## src/rtl/smp_pkg.sv

```systemverilog
// ----------------------------------------------------------------------------
// smp_pkg
// Types and constants shared by the STUN message parser and its checker.
// ----------------------------------------------------------------------------
`default_nettype none

package smp_pkg;

  localparam int unsigned HDR_BYTES  = 20;
  localparam int unsigned TXID_BYTES = 12;
  localparam int unsigned ALIGN      = 4;
  localparam int unsigned FIFO_DEPTH = 4;
  localparam int unsigned PTR_W      = $clog2(FIFO_DEPTH);
  localparam int unsigned CNT_W      = $clog2(FIFO_DEPTH + 1);

  localparam logic [4:0] HC_LEN        = 5'd2;
  localparam logic [4:0] HC_MAGIC      = 5'd4;
  localparam logic [4:0] HC_TXID       = 5'(HDR_BYTES - TXID_BYTES);
  localparam logic [4:0] HC_MAGIC_LAST = 5'(HDR_BYTES - TXID_BYTES - 1);
  localparam logic [4:0] HC_TXLOW      = 5'(HDR_BYTES - TXID_BYTES + 4);
  localparam logic [4:0] HC_DONE       = 5'(HDR_BYTES);

  localparam logic [31:0] MAGIC_RESET     = 32'h2112A442;
  localparam logic [15:0] USER_TYPE_RESET = 16'd6;
  localparam logic [15:0] PASS_TYPE_RESET = 16'd7;

  typedef enum logic [3:0] {
    PH_HEADER   = 4'b0001,
    PH_ATTR_HDR = 4'b0010,
    PH_ATTR_VAL = 4'b0100,
    PH_SKIP     = 4'b1000
  } phase_e;

  typedef enum logic [1:0] {
    KIND_USERNAME = 2'd0,
    KIND_PASSWORD = 2'd1,
    KIND_SUMMARY  = 2'd2
  } kind_e;

  typedef enum logic [1:0] {
    ST_OK        = 2'd0,
    ST_SHORT     = 2'd1,
    ST_BAD_MAGIC = 2'd2,
    ST_OVERRUN   = 2'd3
  } status_e;

  typedef enum logic [1:0] {
    CFG_MAGIC     = 2'd0,
    CFG_USER_TYPE = 2'd1,
    CFG_PASS_TYPE = 2'd2
  } cfg_index_e;

  typedef struct packed {
    kind_e        kind;
    logic [7:0]   value_byte;
    logic [15:0]  value_index;
    logic [15:0]  msg_type;
    logic [15:0]  msg_len;
    logic [31:0]  tx_high;
    logic [63:0]  tx_low;
    status_e      status;
    logic         last;
  } result_t;

endpackage

`default_nettype wire

```

## src/rtl/stun_message_parser_top.sv

```systemverilog
// ----------------------------------------------------------------------------
// stun_message_parser_top
// Parses a STUN header and attribute list one byte per cycle unless stalled,
// streams username and password value bytes and ends each packet with a summary.
// ----------------------------------------------------------------------------
// Each result is written into the registered result queue when its byte is taken.
// Throughput: one byte per cycle unless stalled; the final byte of a packet that is
//   also a username or password byte yields two results, queued together.
// Input stalls while the four-entry result queue has fewer than two free slots.
// Reset: registers go to their defaults, parser to header phase, queue empty.
`default_nettype none

module stun_message_parser_top (
  input  wire logic        clk_i,
  input  wire logic        rst_ni,

  input  wire logic        in_valid_i,
  output      logic        in_stall_o,
  input  wire logic [7:0]  packet_byte_i,
  input  wire logic        end_of_packet_i,

  output      logic        out_valid_o,
  input  wire logic        out_stall_i,
  output      logic [1:0]  result_kind_o,
  output      logic [7:0]  value_byte_o,
  output      logic [15:0] value_index_o,
  output      logic [15:0] message_type_o,
  output      logic [15:0] message_length_o,
  output      logic [31:0] transaction_high_o,
  output      logic [63:0] transaction_low_o,
  output      logic [1:0]  parse_status_o,
  output      logic        last_of_run_o,

  input  wire logic        cfg_valid_i,
  output      logic        cfg_ready_o,
  input  wire logic [1:0]  cfg_index_i,
  input  wire logic [31:0] cfg_data_i
);

  localparam int unsigned PTR_W = smp_pkg::PTR_W;
  localparam int unsigned CNT_W = smp_pkg::CNT_W;

  // configuration
  logic [31:0] magic_cookie_q;
  logic [15:0] user_type_q;
  logic [15:0] pass_type_q;

  assign cfg_ready_o = 1'b1;

  always_ff @(posedge clk_i or negedge rst_ni) begin
    if (!rst_ni) begin
      magic_cookie_q <= smp_pkg::MAGIC_RESET;
      user_type_q    <= smp_pkg::USER_TYPE_RESET;
      pass_type_q    <= smp_pkg::PASS_TYPE_RESET;
    end else if (cfg_valid_i && cfg_ready_o) begin
      case (cfg_index_i)
        smp_pkg::CFG_MAGIC:     magic_cookie_q <= cfg_data_i;
        smp_pkg::CFG_USER_TYPE: user_type_q    <= cfg_data_i[15:0];
        smp_pkg::CFG_PASS_TYPE: pass_type_q    <= cfg_data_i[15:0];
        default: ;
      endcase
    end
  end

  // parser state
  smp_pkg::phase_e phase_q, phase_d;
  logic [4:0]  hdr_cnt_q, hdr_cnt_d;
  logic [31:0] magic_q, magic_d;
  logic [15:0] type_q, type_d;
  logic [15:0] len_q, len_d;
  logic [31:0] txh_q, txh_d;
  logic [63:0] txl_q, txl_d;
  logic [1:0]  ahdr_cnt_q, ahdr_cnt_d;
  logic [15:0] atype_q, atype_d;
  logic [15:0] alen_q, alen_d;
  logic [16:0] abyte_cnt_q, abyte_cnt_d;
  logic [16:0] apad_len_q, apad_len_d;

  logic            accept;
  logic            val_hit;
  smp_pkg::kind_e  val_kind;
  smp_pkg::status_e sum_status;
  smp_pkg::result_t val_res, sum_res, res_a, res_b;
  logic            push_a, push_b;
  logic [16:0]     abyte_inc;
  logic [1:0]      pad;

  assign accept = in_valid_i && !in_stall_o;

  always_comb begin
    phase_d     = phase_q;
    hdr_cnt_d   = hdr_cnt_q;
    magic_d     = magic_q;
    type_d      = type_q;
    len_d       = len_q;
    txh_d       = txh_q;
    txl_d       = txl_q;
    ahdr_cnt_d  = ahdr_cnt_q;
    atype_d     = atype_q;
    alen_d      = alen_q;
    abyte_cnt_d = abyte_cnt_q;
    apad_len_d  = apad_len_q;
    val_hit     = 1'b0;
    val_kind    = smp_pkg::KIND_USERNAME;
    abyte_inc   = abyte_cnt_q + 17'd1;
    pad         = 2'd0;

    case (phase_q)
      smp_pkg::PH_HEADER: begin
        if (hdr_cnt_q < smp_pkg::HC_LEN) begin
          type_d = {type_q[7:0], packet_byte_i};
        end else if (hdr_cnt_q < smp_pkg::HC_MAGIC) begin
          len_d = {len_q[7:0], packet_byte_i};
        end else if (hdr_cnt_q < smp_pkg::HC_TXID) begin
          magic_d = {magic_q[23:0], packet_byte_i};
          if (hdr_cnt_q == smp_pkg::HC_MAGIC_LAST && magic_d != magic_cookie_q) begin
            phase_d = smp_pkg::PH_SKIP;
          end
        end else if (hdr_cnt_q < smp_pkg::HC_TXLOW) begin
          txh_d = {txh_q[23:0], packet_byte_i};
        end else begin
          txl_d = {txl_q[55:0], packet_byte_i};
        end
        hdr_cnt_d = hdr_cnt_q + 5'd1;
        if (phase_d == smp_pkg::PH_HEADER && hdr_cnt_d >= smp_pkg::HC_DONE) begin
          phase_d    = smp_pkg::PH_ATTR_HDR;
          ahdr_cnt_d = 2'd0;
        end
      end
      smp_pkg::PH_ATTR_HDR: begin
        if (!ahdr_cnt_q[1]) begin
          atype_d = {atype_q[7:0], packet_byte_i};
        end else begin
          alen_d = {alen_q[7:0], packet_byte_i};
        end
        if (ahdr_cnt_q == 2'd3) begin
          ahdr_cnt_d  = 2'd0;
          abyte_cnt_d = 17'd0;
          pad         = 2'd0 - alen_d[1:0];
          apad_len_d  = {1'b0, alen_d} + {15'd0, pad};
          if (apad_len_d != 17'd0) begin
            phase_d = smp_pkg::PH_ATTR_VAL;
          end
        end else begin
          ahdr_cnt_d = ahdr_cnt_q + 2'd1;
        end
      end
      smp_pkg::PH_ATTR_VAL: begin
        if (abyte_cnt_q < {1'b0, alen_q}) begin
          if (atype_q == user_type_q) begin
            val_hit  = 1'b1;
            val_kind = smp_pkg::KIND_USERNAME;
          end else if (atype_q == pass_type_q) begin
            val_hit  = 1'b1;
            val_kind = smp_pkg::KIND_PASSWORD;
          end
        end
        if (abyte_inc >= apad_len_q) begin
          phase_d     = smp_pkg::PH_ATTR_HDR;
          ahdr_cnt_d  = 2'd0;
          abyte_cnt_d = 17'd0;
        end else begin
          abyte_cnt_d = abyte_inc;
        end
      end
      default: ;
    endcase

    case (phase_d)
      smp_pkg::PH_HEADER:   sum_status = smp_pkg::ST_SHORT;
      smp_pkg::PH_SKIP:     sum_status = smp_pkg::ST_BAD_MAGIC;
      smp_pkg::PH_ATTR_VAL: sum_status = smp_pkg::ST_OVERRUN;
      default:              sum_status = smp_pkg::ST_OK;
    endcase

    val_res             = '0;
    val_res.kind        = val_kind;
    val_res.value_byte  = packet_byte_i;
    val_res.value_index = abyte_cnt_q[15:0];
    val_res.status      = smp_pkg::ST_OK;
    val_res.last        = !end_of_packet_i;

    sum_res             = '0;
    sum_res.kind        = smp_pkg::KIND_SUMMARY;
    sum_res.msg_type    = type_d;
    sum_res.msg_len     = len_d;
    sum_res.tx_high     = txh_d;
    sum_res.tx_low      = txl_d;
    sum_res.status      = sum_status;
    sum_res.last        = 1'b1;

    res_a  = val_hit ? val_res : sum_res;
    res_b  = sum_res;
    push_a = accept && (val_hit || end_of_packet_i);
    push_b = accept && val_hit && end_of_packet_i;

    // clear per-packet state after the final byte
    if (end_of_packet_i) begin
      phase_d     = smp_pkg::PH_HEADER;
      hdr_cnt_d   = 5'd0;
      magic_d     = '0;
      type_d      = '0;
      len_d       = '0;
      txh_d       = '0;
      txl_d       = '0;
      ahdr_cnt_d  = 2'd0;
      atype_d     = '0;
      alen_d      = '0;
      abyte_cnt_d = '0;
      apad_len_d  = '0;
    end
  end

  always_ff @(posedge clk_i or negedge rst_ni) begin
    if (!rst_ni) begin
      phase_q     <= smp_pkg::PH_HEADER;
      hdr_cnt_q   <= '0;
      magic_q     <= '0;
      type_q      <= '0;
      len_q       <= '0;
      txh_q       <= '0;
      txl_q       <= '0;
      ahdr_cnt_q  <= '0;
      atype_q     <= '0;
      alen_q      <= '0;
      abyte_cnt_q <= '0;
      apad_len_q  <= '0;
    end else if (accept) begin
      phase_q     <= phase_d;
      hdr_cnt_q   <= hdr_cnt_d;
      magic_q     <= magic_d;
      type_q      <= type_d;
      len_q       <= len_d;
      txh_q       <= txh_d;
      txl_q       <= txl_d;
      ahdr_cnt_q  <= ahdr_cnt_d;
      atype_q     <= atype_d;
      alen_q      <= alen_d;
      abyte_cnt_q <= abyte_cnt_d;
      apad_len_q  <= apad_len_d;
    end
  end

  // result queue
  smp_pkg::result_t fifo_q [smp_pkg::FIFO_DEPTH];
  logic [PTR_W-1:0] wr_ptr_q, wr_ptr_d, rd_ptr_q, rd_ptr_d, wr_ptr_b;
  logic [CNT_W-1:0] count_q, count_d;
  logic             pop;
  smp_pkg::result_t head;

  assign wr_ptr_b = wr_ptr_q + PTR_W'(1);
  assign pop      = out_valid_o && !out_stall_i;

  always_comb begin
    wr_ptr_d = wr_ptr_q + PTR_W'(push_a) + PTR_W'(push_b);
    rd_ptr_d = rd_ptr_q + PTR_W'(pop);
    count_d  = count_q + CNT_W'(push_a) + CNT_W'(push_b) - CNT_W'(pop);
  end

  always_ff @(posedge clk_i or negedge rst_ni) begin
    if (!rst_ni) begin
      wr_ptr_q <= '0;
      rd_ptr_q <= '0;
      count_q  <= '0;
    end else begin
      wr_ptr_q <= wr_ptr_d;
      rd_ptr_q <= rd_ptr_d;
      count_q  <= count_d;
    end
  end

  always_ff @(posedge clk_i) begin
    for (int i = 0; i < smp_pkg::FIFO_DEPTH; i++) begin
      if (push_a && wr_ptr_q == PTR_W'(i)) begin
        fifo_q[i] <= res_a;
      end else if (push_b && wr_ptr_b == PTR_W'(i)) begin
        fifo_q[i] <= res_b;
      end
    end
  end

  assign in_stall_o = count_q > CNT_W'(smp_pkg::FIFO_DEPTH - 2);
  assign out_valid_o = count_q != '0;
  assign head        = fifo_q[rd_ptr_q];

  assign result_kind_o      = head.kind;
  assign value_byte_o       = head.value_byte;
  assign value_index_o      = head.value_index;
  assign message_type_o     = head.msg_type;
  assign message_length_o   = head.msg_len;
  assign transaction_high_o = head.tx_high;
  assign transaction_low_o  = head.tx_low;
  assign parse_status_o     = head.status;
  assign last_of_run_o      = head.last;

endmodule

`default_nettype wire

```

## config.mk

```make
export PLATFORM = sky130hd
export DESIGN_NAME = stun_message_parser_top
export DESIGN_NICKNAME = d
export VERILOG_FILES = /design/src/rtl/smp_pkg.sv /design/src/rtl/stun_message_parser_top.sv
export SDC_FILE = /design/constraint.sdc
export NUM_CORES = 1
export LEC_CHECK = 0
export BUFFER_PORTS_ARGS = -buffer_cell sky130_fd_sc_hd__buf_2
export CAP_MARGIN = 40
export CORE_MARGIN = 2
export CORE_UTILIZATION = 55
export DETAILED_ROUTE_END_ITERATION = 7
export PLACE_DENSITY_LB_ADDON = 0.05
export SYNTH_ARGS = -nofsm -noshare
export SYNTH_HDL_FRONTEND = slang
export SYNTH_SLANG_ARGS = --single-unit
export TNS_END_PERCENT = 10
```

## constraint.sdc

```tcl
create_clock -name clk_i -period 28.1 [get_ports clk_i]
set_input_delay 1.405 -clock clk_i [delete_from_list [all_inputs] [get_ports clk_i]]
set_output_delay 1.405 -clock clk_i [all_outputs]
set_load 0.03 [all_outputs]
```

# Word level (Yosys, flattened, before mapping)
# Memories as Yosys holds them, arrays and structs flattened.
# Index checks and enable logic that the tools add are counted.
# totals
ramBits,628
memories,1
ff_bits,300
wordCells,207
# mem_list
name,depth,word_bits,rd,rd_ports_with_merged_regs,write_ports,line_no,rtl
fifo_q,4,157,1,0,2,stun_message_parser_top.sv:245,smp_pkg::result_t fifo_q [smp_pkg::FIFO_DEPTH];
# classes
add_sub_neg,12
n_mux,96
n_eq_ne,26
bitwise,4
magnitude_cmp,8
n_reduce_logical,42
# op_table
cell,n
2-to-1 mux 157 bit,7
2-to-1 mux 64 bit,6
OR reduction 157 bit,2
2-to-1 mux 16 bit,14
2-to-1 mux 32 bit,6
2-to-1 mux 24 bit,5
2-to-1 mux 17 bit,6
2-to-1 mux 4 bit,10
case mux 17 bit (2 select lines),1
== test 16 bit,2
inequality test 32 bit,1
2-to-1 mux 1 bit,30
adder 16 x 2 -> 17 bit,1
"adder 17 x 1 -> 17 bit, second input constant",1
greater-or-equal comparator 17 bit,1
< comparator 17 x 16 -> 1 bit,1
nonzero test 17 bit,1
logical AND 1 bit,15
"== test 2 bit, second input constant",6
"== test 4 x 1 -> 1 bit, second input constant",3
2-to-1 mux 2 bit,6
case mux 2 bit (3 select lines),2
case mux 4 bit (3 select lines),1
"< comparator 5 x 4 -> 1 bit, second input constant",2
other kinds (29),58

# Logic depth before layout (Yosys ltp)
# Gate-level depths: netlist (run 1).
# depth
depth_word,16
ltp_mapped,15
mapped_depth_nobuf,14

# Worst setup path after synthesis (run 1)
# No wires, ideal clock.
# synth_timing
path_kind,input port to flip-flop
startpoint,input port in_valid_i
endpoint,"memory fifo_q[1][0] in the netlist's numbering, enable pin"
path_buffers,3
setup_ns,0.898
stages,5
path_slack_ns,13.688
t_arrival_ns,13.514
cell_sequence,nand2b_1 > clkbuf_1 > clkbuf_1 > clkbuf_1 > nor3b_1
# synth_lines
element,line_no,rtl
"start, declared",stun_message_parser_top.sv:17,"input wire logic in_valid_i,"
"end, declared",stun_message_parser_top.sv:245,

==> impl_metrics.toml, run 1 <==
[grt]
grt.total_usage_pct = 27.16
antenna_found_initial = 2
grt_pass1_wl_um = 162200
grt_max_degree = 104
grt_pass1_vias = 27210
grt_overflow = 0

[logic_synthesis]
synthesis.nets = 3267
synth-compound-area-share_pct = 7.003
avgSynthCellArea_um2 = 13.12
synth.distinct_cells = 72
yosys.area_share.simple_pct = 10.65
syn_area_um2 = 41680
synth_top_area_cell = "edfxtp_1"
synthAdderAreaFrac_pct = 1.309
synth-edff-count = 601
synth_top_family_by_area = "multiplexers"
ys_top_cells_by_area = "edfxtp_1 (43%), dfrtp_1 (17%), mux4_2 (8.5%)"
synth.most_common_cell = "edfxtp_1"
synthMuxAreaShare_pct = 13.70
synth-xor-area-share_pct = 1.891
ys_ff_latch = 927
ys_top_cells_by_count = "edfxtp_1 (601), nor2_1 (552), dfrtp_1 (284)"
synth_top_flop_cell = "edfxtp_1"
syn_inst = 3178
yosysTopAreaCellShare_pct = 43.29
seq_area_frac_synth_pct = 62.59
async_flop_share_pct = 32.25
ys_warn_count = 0

[sta]
finalHoldWorstSlack_ps = 477.2
finalSetupViolations = 0
period_share_pct = 16.34
tightestPinTransition_ps = 957.0
max_slew_margin_pct = 36.20
period_minus_slack_ps = 4591
tns_ps = 0
rsz0062_at_grt = "false"
hold_violations = 0
fin_skew_ps = 19.47
fmax_mhz = 217.8
report.final.slew_viol_count = 0

[critical_path]
endpoint_kind = "register"
criticalPathCategory = "reg2reg"
worstPathRequired_ps = 28370
path_max_fanout = 53
crit_arrival_ps = 4860
startpoint_type = "register"

[detailed_routing]
detail-route-antenna-nets = 0
drc_errors = 0
num_vias = 26840
drtIter0Drc = 2651
wire_per_inst_um = 24.00
routed_wl_um = 104900
dr.pass1.iters = 5
via_per_inst = 6.138

[place]
portBuffers = 206
post-dp-hpwl_um = 63350
gp_congestion = 0.8670

[clock_tree]
cts_max_path_buffers = 3
cts.sinks = 927
cts_made_buffers = 97
hold_buffers = 0
cts_tree = "done"
worstSkewPairLatency_ps = 650
clk_pin_slew_ps = 60
postCtsSetupRepairBufs = 0
cts_resized = 0
clockRootBuffer = "clkbuf_16"
htree_levels = 3

[worst_hold_path]
hold_class = "reg2reg"

[die]
die_area_um2 = 78010
die_x_um = 279.3
die-height_um = 279.3
start_util_pct = 55.81
rows = 100
core_um2 = 74700
num_io_pins = 208

[finish]
area.growth.synth_to_final_pct = 13.17
nFillCells = 5682
nets = 3407
drive_gt1_share_pct = 21.28

[power]
ir_drop_uv = 80.13
power_density_nw_per_um2 = 106.7
p_leak_nw = 17.83
total_power_w = 0.005035

[run]
maxCapViolCount = 0

[run_status]
outcome = "finished clean"
-- final timing paths --
path                                        startpoint                             end  slack [ps]  depth (start not counted)
setup / recovery            pass_type_q[0]$_DFFE_PN1P_         fifo_q[3][90]$_DFFE_PP_       23510                         10
hold / removal             fifo_q[2][156]$_SDFFE_PP1P_     fifo_q[2][156]$_SDFFE_PP1P_         480                          2
setup reg to reg            pass_type_q[0]$_DFFE_PN1P_         fifo_q[3][90]$_DFFE_PP_       23510                         10
hold reg to reg            fifo_q[2][156]$_SDFFE_PP1P_     fifo_q[2][156]$_SDFFE_PP1P_         480                          2
max in group asynchronous                       rst_ni           txl_q[29]$_DFFE_PN0P_       25440                          5
min in group asynchronous                       rst_ni  magic_cookie_q[31]$_DFFE_PN0P_         770                          1
-- area by class of cell --
class,count,area [µm²],share of cell area (%)
Antenna cell,1,2.502,0.005304
Clock buffer,142,2864,6.071
Clock inverter,41,386.6,0.8195
Inverter,44,170.2,0.3607
Multi-Input combinational cell,1972,14520,30.78
Sequential cell,927,26100,55.32
Tap cell,969,1212,2.570
Timing Repair Buffer,276,1922,4.074
-- critical path, stage by stage, from the launching register on --
cell and delay (ps):
dfstp_2 540, xnor2_1 140, nand4_1 140, nor4_1 770
o211ai_2 280, nor2_4 230, maj3_1 230, and3_4 510
buf_12 280, buf_4 320, buf_4 760
-- registers in the layout, indices dropped and copies added (netlist names), 3 cells and up --
name	cells
pass_type_q	16
magic_q	24
len_q	16
hdr_cnt_q	5
magic_cookie_q	32
alen_q	16
user_type_q	16
phase_q	4
abyte_cnt_q	17
fifo_q	628
txl_q	64
apad_len_q	16
type_q	16
atype_q	16
txh_q	32
count_q	3
-- layout by cell type (no fill, tap or decap), types with 103 or more instances in the layout --
cell,netlist,routed
dfrtp_1,284,282
o21ai_0,187,186
clkbuf_16,0,103
mux2i_1,142,141
buf_2,78,205
mux4_2,157,157
nor2_1,552,547
a22oi_1,130,130
nand2_1,269,269
edfxtp_1,601,601
-- metal layers --
metal	GRT usage, %	vias up	wire length (µm)
li1	-	11900	-
met2	45.91	871	52630
met5	0	-	0
met3	3.228	153	5708
met1	37.48	13910	43960
met4	7.761	0	2653
-- stage by stage --
stage | area, µm² | std cells | utilization, % | worst slack [ps]
3_3_place_gp | 43380 | 4161 | 58.07 | 22630
5_1_grt | 47170 | 4371 | 63.15 | 23410
6_report | 47180 | 4372 | 63.16 | 23510
4_1_cts | 47170 | 4371 | 63.15 | 23570
2_1_floorplan | 41690 | 3178 | - | 13690
3_5_place_dp | 43920 | 4188 | 58.80 | 23230
-- cells by family after synthesis --
family,count (synthesis)
AOI/OAI and AO/OA,442
and+or+nand+nor,1031
DFF,927
other,1
adders and majority gates,42
muxes,366
xor gates and xnor gates,90
buffers and inverters,279
-- power breakdown --
group	total, W	leakage (nW)	switching (W)	internal (W)
clock	0.00130	1.61	0.000528	0.000770
combinational	0.00177	6.95	0.00110	0.000672
sequential	0.00197	9.27	0.000197	0.00177
Note: power is estimated with default switching activity, not from simulation.
==> run 2, diff against run 1 <==
- clock period: 28.1 -> 4.5 ns (I/O delays scaled with it)
==> run 2 against run 1 <==
  * Critical path depth is 4 higher
  * Die area did not move
  * Global-route usage up 0.13 points
  * Clock skew is 11 ps higher
  * Cell area rose by 0.53%
  * Wire length increased by 0.39%
  * Sequential power rose to 6.2 times the previous value
  * Fmax rose by 11%
  * Total power grew to 6.2 times the previous value
  * Worst setup slack got worse by 23000 ps
  * Critical path type unchanged
  * Critical endpoint is now fifo_q[1][2]$_DFFE_PP_
  * Largest cell class unchanged
  * Largest power group unchanged
  * Highest routed layer is now met5
==> impl_metrics.toml, run 2 (synthesis gave the netlist of run 1 again) <==
[sta]
finalSetupViolations = 0
rsz0062_at_grt = "false"
period_minus_slack_ps = 4131
fin_skew_ps = 30.68
fmax_mhz = 242.0
period_share_pct = 91.81
tightestPinTransition_ps = 925.9
hold_violations = 0
max_slew_margin_pct = 38.28
report.final.slew_viol_count = 0

[clock_tree]
cts_tree = "done"
htree_levels = 3
cts_max_path_buffers = 3
worstSkewPairLatency_ps = 660
clockRootBuffer = "clkbuf_16"
hold_buffers = 34
cts_made_buffers = 96
clk_pin_slew_ps = 60
postCtsSetupRepairBufs = 0
cts.sinks = 927
cts_resized = 0

[grt]
grtUsageMet2_pct = 46.40
grt_overflow = 0
grt_pass1_vias = 27510
grt_max_degree = 115
grt_use_met3_pct = 4.095
met1_usage_pct = 36.37
busiest_layer = "met2"
antenna_found_initial = 2
grt_pass1_wl_um = 162600
grt.total_usage_pct = 27.30

[die]
num_io_pins = 208
rows = 100
start_util_pct = 55.81
die-height_um = 279.3
die_x_um = 279.3
core_um2 = 74700
die_area_um2 = 78010

[run]
maxCapViolCount = 0

[place]
gp_congestion = 0.8839
portBuffers = 206
dp_cells = 4193
placed_area_um2 = 43960
post-dp-hpwl_um = 63320

[critical_path]
crit_family = "simple AND/OR/NAND/NOR gates"
endpoint_kind = "register"
max_stage_delay_ps = 530
startpoint_type = "register"
crit_arrival_ps = 4490
path_max_fanout = 9
worst-path-buf-inv = 0
slowest_stage = "nor3_1"
worstPathRequired_ps = 4860
criticalPathCategory = "reg2reg"
cp_cell_sequence = "ha_1 -> nand3_1 -> nor3_1 -> and3_1 -> and3_1 -> xor2_1 -> ha_1 -> nand4_1 -> nor4_1 -> o21ai_0 -> a31oi_2 -> o2111ai_1 -> nand3_1 -> nor2_1"
r2r_slack_ps = 370

[detailed_routing]
detail-route-antenna-nets = 0
dr.pass1.iters = 6
routed_wl_um = 105400
num_vias = 26760
drc_errors = 0
wire_per_inst_um = 23.92
via_per_inst = 6.074
drtIter0Drc = 2443

[finish]
drive_gt1_share_pct = 20.93
nets = 3445
largest_reg_flops = 628
area.growth.synth_to_final_pct = 13.77
regMostFlops = "fifo_q"
reg_top3 = "fifo_q (628), txl_q (64)"
final_cell_mix = "edfxtp_1 (601), nor2_1 (547), dfrtp_1 (282)"
final_area_um2 = 47430
n_antenna_cell = 0
layoutNonFillerInstCount = 4405
final_common_cell = "edfxtp_1"

[power]
ir_drop_uv = 445.5
power_density_nw_per_um2 = 658.6
p_leak_nw = 17.91

[run_status]
outcome = "finished clean"

[worst_hold_path]
hold_class = "in2reg"
-- run 2: report_power, final --
| group | leakage, nW | switching [W] | internal, W |
|---|---|---|---|
| registers | 9.27 | 0.00124 | 0.0110 |
| clock network | 1.54 | 0.00327 | 0.00461 |
| logic | 7.11 | 0.00681 | 0.00427 |
-- run 2: path summary, 6_finish.rpt --
path / cells past startpoint / to / from
worst min-delay path: 3 / type_q[1]$_DFFE_PN0P_ / packet_byte_i[1]
worst max register to register: 14 / fifo_q[1][2]$_DFFE_PP_ / abyte_cnt_q[1]$_DFFE_PN0P_
max in group asynchronous: 3 / abyte_cnt_q[4]$_DFFE_PN0P_ / rst_ni
worst max-delay path: 14 / fifo_q[1][2]$_DFFE_PP_ / abyte_cnt_q[1]$_DFFE_PN0P_
min in group asynchronous: 2 / magic_cookie_q[31]$_DFFE_PN0P_ / rst_ni
worst min register to register: 2 / apad_len_q[12]$_DFFE_PN0P_ / apad_len_q[12]$_DFFE_PN0P_
-- run 2: final cells by class --
class | count | area, µm²
Timing Repair Buffer | 315 | 2297
Multi-Input combinational cell | 1972 | 14530
Tap cell | 969 | 1212
Clock buffer | 149 | 2835
Sequential cell | 927 | 26100
Fill cell | 5568 | 27270
Clock inverter | 29 | 286.5
Inverter | 44 | 170.2
-- run 2: tightest hold or removal path, cell delays in order --
cell and delay (ps):
buf_2 180, a22oi_1 170, o21ai_0 90
-- run 2: through the flow --
stage | util, % | power (W) | setup WS, ps | TNS (ps) | hold WS [ps]
detailed placement | 58.86 | 0.02356 | 460.0 | 0 | 368.7
floorplan | - | 0.02014 | -1726 | -618940 | -70.59
global placement | 58.70 | 0.02320 | 541.6 | 0 | 345.9
finish | 63.49 | 0.03124 | 368.6 | 0 | 69.42
global route | 63.49 | 0.03277 | 108.8 | 0 | 43.23
CTS | 63.49 | 0.03146 | 422.7 | 0 | 32.17
-- run 2: layer usage --
metal / vias to the layer above / share of wire (%)
met5: - / 0.0066
met4: 2 / 3.1
met3: 187 / 5.4
met2: 827 / 50
met1: 13750 / 41
li1: 11990 / -
